`config.mk`:
```
export PLATFORM = sky130hd
export DESIGN_NAME = atpr_cordic_stage
export DESIGN_NICKNAME = d
export VERILOG_FILES = /design/src/sv/atpr_pkg.sv /design/src/sv/atpr_cordic_stage.sv
export SDC_FILE = /design/constraint.sdc
export NUM_CORES = 1
export LEC_CHECK = 0
export ABC_AREA = 1
export BUFFER_PORTS_ARGS = -buffer_cell sky130_fd_sc_hd__buf_4
export CAP_MARGIN = 40
export CORE_MARGIN = 1.5
export CORE_UTILIZATION = 40
export CTS_CLUSTER_SIZE = 8
export DETAILED_ROUTE_END_ITERATION = 12
export GPL_TIMING_DRIVEN = 0
export PLACE_DENSITY_LB_ADDON = 0.05
export SLEW_MARGIN = 20
export SYNTH_ARGS = -nofsm -noshare
export SYNTH_HDL_FRONTEND = slang
export SYNTH_SLANG_ARGS = --single-unit
```
`constraint.sdc`:
```
create_clock -name clk -period 7.1 [get_ports clk]
set_clock_uncertainty 0.05 [all_clocks]
set_input_delay 2.13 -clock clk [delete_from_list [all_inputs] [get_ports clk]]
set_output_delay 2.13 -clock clk [all_outputs]
set_load 0.02 [all_outputs]
```
`src/sv/atpr_pkg.sv`:
```
// Package for the accelerometer tilt block: fixed-point constants and the
// arctangent table of the CORDIC stages. No dependencies.
package atpr_pkg;

  localparam int GUARD_BITS = 24;
  localparam int ANGLE_W    = 34;
  localparam int CENTI_W    = 29;
  localparam int DEG_W      = 18;

  localparam logic [30:0]        GAIN_Q30    = 31'd1768195363;
  localparam logic [ANGLE_W-1:0] HALF_PI_Q30 = ANGLE_W'(64'd1686629713);
  localparam logic [CENTI_W-1:0] CENTI_Q16   = 29'd375493938;
  localparam logic [DEG_W-1:0]   PITCH_LIMIT = 18'd9000;
  localparam logic [DEG_W-1:0]   ROLL_LIMIT  = 18'd18000;

  function automatic logic [31:0] atan_q30(input int idx);
    logic [31:0] r;
    case (idx)
      0:  r = 32'h3243F6A8;
      1:  r = 32'h1DAC6705;
      2:  r = 32'h0FADBAFC;
      3:  r = 32'h07F56EA6;
      4:  r = 32'h03FEAB76;
      5:  r = 32'h01FFD55B;
      6:  r = 32'h00FFFAAA;
      7:  r = 32'h007FFF55;
      8:  r = 32'h003FFFEA;
      9:  r = 32'h001FFFFD;
      10: r = 32'h000FFFFF;
      11: r = 32'h0007FFFF;
      12: r = 32'h0003FFFF;
      13: r = 32'h0001FFFF;
      14: r = 32'h0000FFFF;
      15: r = 32'h00007FFF;
      16: r = 32'h00003FFF;
      17: r = 32'h00001FFF;
      18: r = 32'h00000FFF;
      19: r = 32'h000007FF;
      20: r = 32'h000003FF;
      21: r = 32'h000001FF;
      22: r = 32'h000000FF;
      23: r = 32'h0000007F;
      default: r = 32'h0;
    endcase
    return r;
  endfunction

endpackage

```
`src/sv/atpr_cordic_stage.sv`:
```
// One registered CORDIC vectoring iteration with a side-band payload.
// Depends on atpr_pkg for the arctangent table.
module atpr_cordic_stage #(
  parameter int W   = 44,
  parameter int SW  = 8,
  parameter int IDX = 0
) (
  input  logic                                 clk,
  input  logic                                 rst,
  input  logic                                 en,
  input  logic                                 vld_in,
  input  logic signed [W-1:0]                  x_in,
  input  logic signed [W-1:0]                  y_in,
  input  logic signed [atpr_pkg::ANGLE_W-1:0]  a_in,
  input  logic [SW-1:0]                        side_in,
  output logic                                 vld,
  output logic signed [W-1:0]                  x,
  output logic signed [W-1:0]                  y,
  output logic signed [atpr_pkg::ANGLE_W-1:0]  a,
  output logic [SW-1:0]                        side
);
  import atpr_pkg::*;

  localparam logic signed [ANGLE_W-1:0] STEP = ANGLE_W'(atan_q30(IDX));

  logic signed [W-1:0]       dx, dy, x_next, y_next;
  logic signed [ANGLE_W-1:0] a_next;

  always_comb begin
    dx = y_in >>> IDX;
    dy = x_in >>> IDX;
    if (!y_in[W-1]) begin
      x_next = x_in + dx;
      y_next = y_in - dy;
      a_next = a_in + STEP;
    end else begin
      x_next = x_in - dx;
      y_next = y_in + dy;
      a_next = a_in - STEP;
    end
  end

  always_ff @(posedge clk) begin
    if (rst) begin
      vld <= 1'b0;
    end else if (en) begin
      vld <= vld_in;
    end
  end

  always_ff @(posedge clk) begin
    if (en) begin
      x    <= x_next;
      y    <= y_next;
      a    <= a_next;
      side <= side_in;
    end
  end

endmodule

```
==> impl_results.md <==
- Core area: about 40000 um2
- Vias per inst: 5.27
- Hold buffer count at CTS: 0
- Synth cell types: 47
- Die area: 43300 um2
- CTS tree: yes
- GRT Overall Usage: 0.328
- Area leader, netlist: edfxtp_1
- R2R Path Start: vld
- Post_cts resized: 0
- # Max-Cap Violations: 0
- CP arrival: 4870 ps
- F_max: 213 MHz
- Routed length per instance: 20.3 um
- Chip Height: 208 um
- Worst path required time: 7280 ps
- Clock Tree Root: clkbuf_16
- Worst path slowest cell: buf_2
- Initial antenna violation count: 3
- Syn-to-layout area delta: 19.8%
- Slew Limit Fails: 0
- Compound-Gate Fraction of Synth Area: 0.114
- Slew headroom: 0.420
- Slew @ Worst Pin: 871 ps
- Routability cong.: 1.04
- Outcome: finished clean
- Post-synth EDFFs: roughly 130
- Adder-Cell Fraction of Synth Area: 0.122
- Synth top area share: 0.230
- Most common cell in the netlist: nand2_1
- Vias: 18600
- Hold WC Path Type: register to register
- Maximum vdd ir drop: 180 uV
- Seq/Total Area, Yosys: 0.232
- Final min period: 4690 ps
- RSZ-0062 raised after global routing: no
- Critical Path Max Stage Delay: approximately 630 ps
- Final Hold Vio Count: 0
- Initial Util: 0.409
- PwrDens: ~180 nW/um2
- Final instance area: 20100 um2
- First-pass GRT wire length: 106000 um
- Vias in the first global route: roughly 18000
- DRT iter0 DRCs: 1462
- Xor and xnor area share after synthesis: 0.0255
- Final-stage net count: between 3000 and 4000
- FF-to-FF End: vld
- Ratio of cells with drive above 1 in the final layout: 0.156
- Setup CP Type: input port to register
- Final setup fails: 0
- Worst hold path endpoint: vld
- Placement-stage cell area: ~20000 um2
- R2R Setup Slk: 6460 ps
- Hold Startpoint: vld
- Clk Latency, worst-skew pair: 480 ps
- Final ANT Viol Nets: 0
- # Post-CTS Setup Buffers: 0
- Synth top cells by count: nand2_1, inv_1, nand3_1, nor2_1, a21oi_1
- Fin crit share: 0.660
- Worst-path clk slew: 60 ps
- Critical path endpoint category: register
- Drt first pass iters: 6
- Worst-path fanout max: 24
- Syn Std Cell Area: 16800 um2
- Yosys warning count: 0
- Final setup TNS: 0 ps
- Die width: roughly 210 um
- I/O Buffers: between 200 and 300
- Cells after Synth: 2690
- Avg Cell Area, Syn: 6.25 um2
- Overflow after GRT: 0
- Max clock buf depth: 2
- Lkg Pwr: about 11 nW
- Hold Path Depth: 2
- Total wire length: ~71000 um
- Post-Synth Simple-Gate Area: 0.377
- Multiplexer share of the synthesized area: 0.00179
- Row count: 74
- H-tree Lvls: 4
- Total CTS buffers: 17
- I/O pins: between 200 and 300
- Critical path, cell by cell: buf_4 > inv_2 > buf_2 > ha_1 > nand2_1 > a21oi_1 > nor2_1 > nand2_1 > a21oi_1 > inv_1 > nand3_1 > nand2_1 > xor2_1
- Synthesized flop and latch total: between 100 and 150
- FFs w/ async S/R, synth: 0
- Type of origin of the critical path: input port
- R2r worst-path depth: 2
- Largest net degree at the start of global routing: 86
- Largest family of logic cells by synthesized area: simple AND/OR/NAND/NOR gates
- Sink Count: 130
- Synth area leaders: edfxtp_1, nand2_1, ha_1
- Predominant post-synthesis flop cell: edfxtp_1
- Syn Nets: 2986
- Most used cell, CP: nand2_1
- DRC: 0
- Detailed Place HPWL: a little over 60000 um
-- layer usage --
layer  track usage  up-vias  part of all wire  wire length, um
li1              -     9104                 -                -
met1         0.416     8627              0.44            31200
met2         0.548      717              0.46            32700
met3        0.0548      130             0.066             4710
met4         0.145        0             0.041             2940
met5             0        -                 0                0
-- flip-flops by register name, summed over array words and instances (netlist names) --
name  cells
vld       1
a        34
side      8
y        43
x        44
-- worst max-delay path by stage --
stage,from,endpoint,depth (start not counted)
after floorplan,y_in[43],a[30],13
after global placement,y_in[43],a[23],13
after detailed placement,y_in[43],a[23],13
after CTS,y_in[43],a[23],13
after global routing,y_in[43],a[30],14
final,y_in[43],a[23],13
-- where the power goes --
part           leakage (nW)  switching, mW  total, mW  internal, mW
sequential             1.27         0.0317       1.02         0.987
clock                 0.272          0.373      0.884         0.511
combinational          9.10           1.10       1.65         0.549
-- layout by cell type (no fill, tap or decap), types with 17 or more instances in the layout --
cell / Yosys / final
ha_1: 158 / 158
nand2_2: 22 / 22
nand4_1: 25 / 25
o21bai_1: 29 / 29
o21ai_0: 99 / 99
buf_4: 23 / 288
nor2_1: 229 / 229
nand3_1: 234 / 234
inv_1: 444 / 444
nor2_2: 46 / 46
a21oi_1: 164 / 164
nor3_1: 19 / 19
xor2_1: 42 / 42
nand2_1: 879 / 879
clkbuf_16: 0 / 17
edfxtp_1: 129 / 129
buf_6: 17 / 21
-- through the flow --
step | total power, mW | instances | setup slack (ps) | hold slack [ps] | util
5_1_grt | 3.74 | 3525 | 2250 | 515 | 0.490
4_1_cts | 3.55 | 3524 | 2460 | 479 | 0.490
3_3_place_gp | 2.63 | 3486 | 1950 | 424 | 0.473
6_report | 3.55 | 3526 | 2410 | 466 | 0.490
3_5_place_dp | 2.65 | 3493 | 1940 | 463 | 0.476
2_1_floorplan | 2.01 | 2690 | 2930 | 529 | -
-- area by class of cell --
cell class / count / area (um2)
Antenna cell: 1 / 2.50
Buffer: 59 / 448
Clock buffer: 18 / 429
Clock inverter: 13 / 138
Fill cell: 4410 / 21000
Inverter: 451 / 1690
Multi-Input combinational cell: 2050 / 10800
Sequential cell: 130 / 3890
Tap cell: 532 / 666
Timing Repair Buffer: 272 / 2090
-- cell families after synthesis --
kind of cell             count (synthesis)
buffers and inverters                  510
AO/OA/AOI/OAI                          345
multiplexers                             3
flip-flops                             130
AND/OR/NAND/NOR                       1491
adder cells (fa/ha/maj)                162
XOR/XNOR                                49
-- worst max-delay path, delay by kind of cell --
family / cells / cell delay, ps
buf+inv: 4 / 1100
simple gates: 5 / 650
fa+ha+maj: 1 / 420
compound gates: 2 / 370
xor+xnor: 1 / 170
Note: power is estimated with default switching activity, not from simulation.
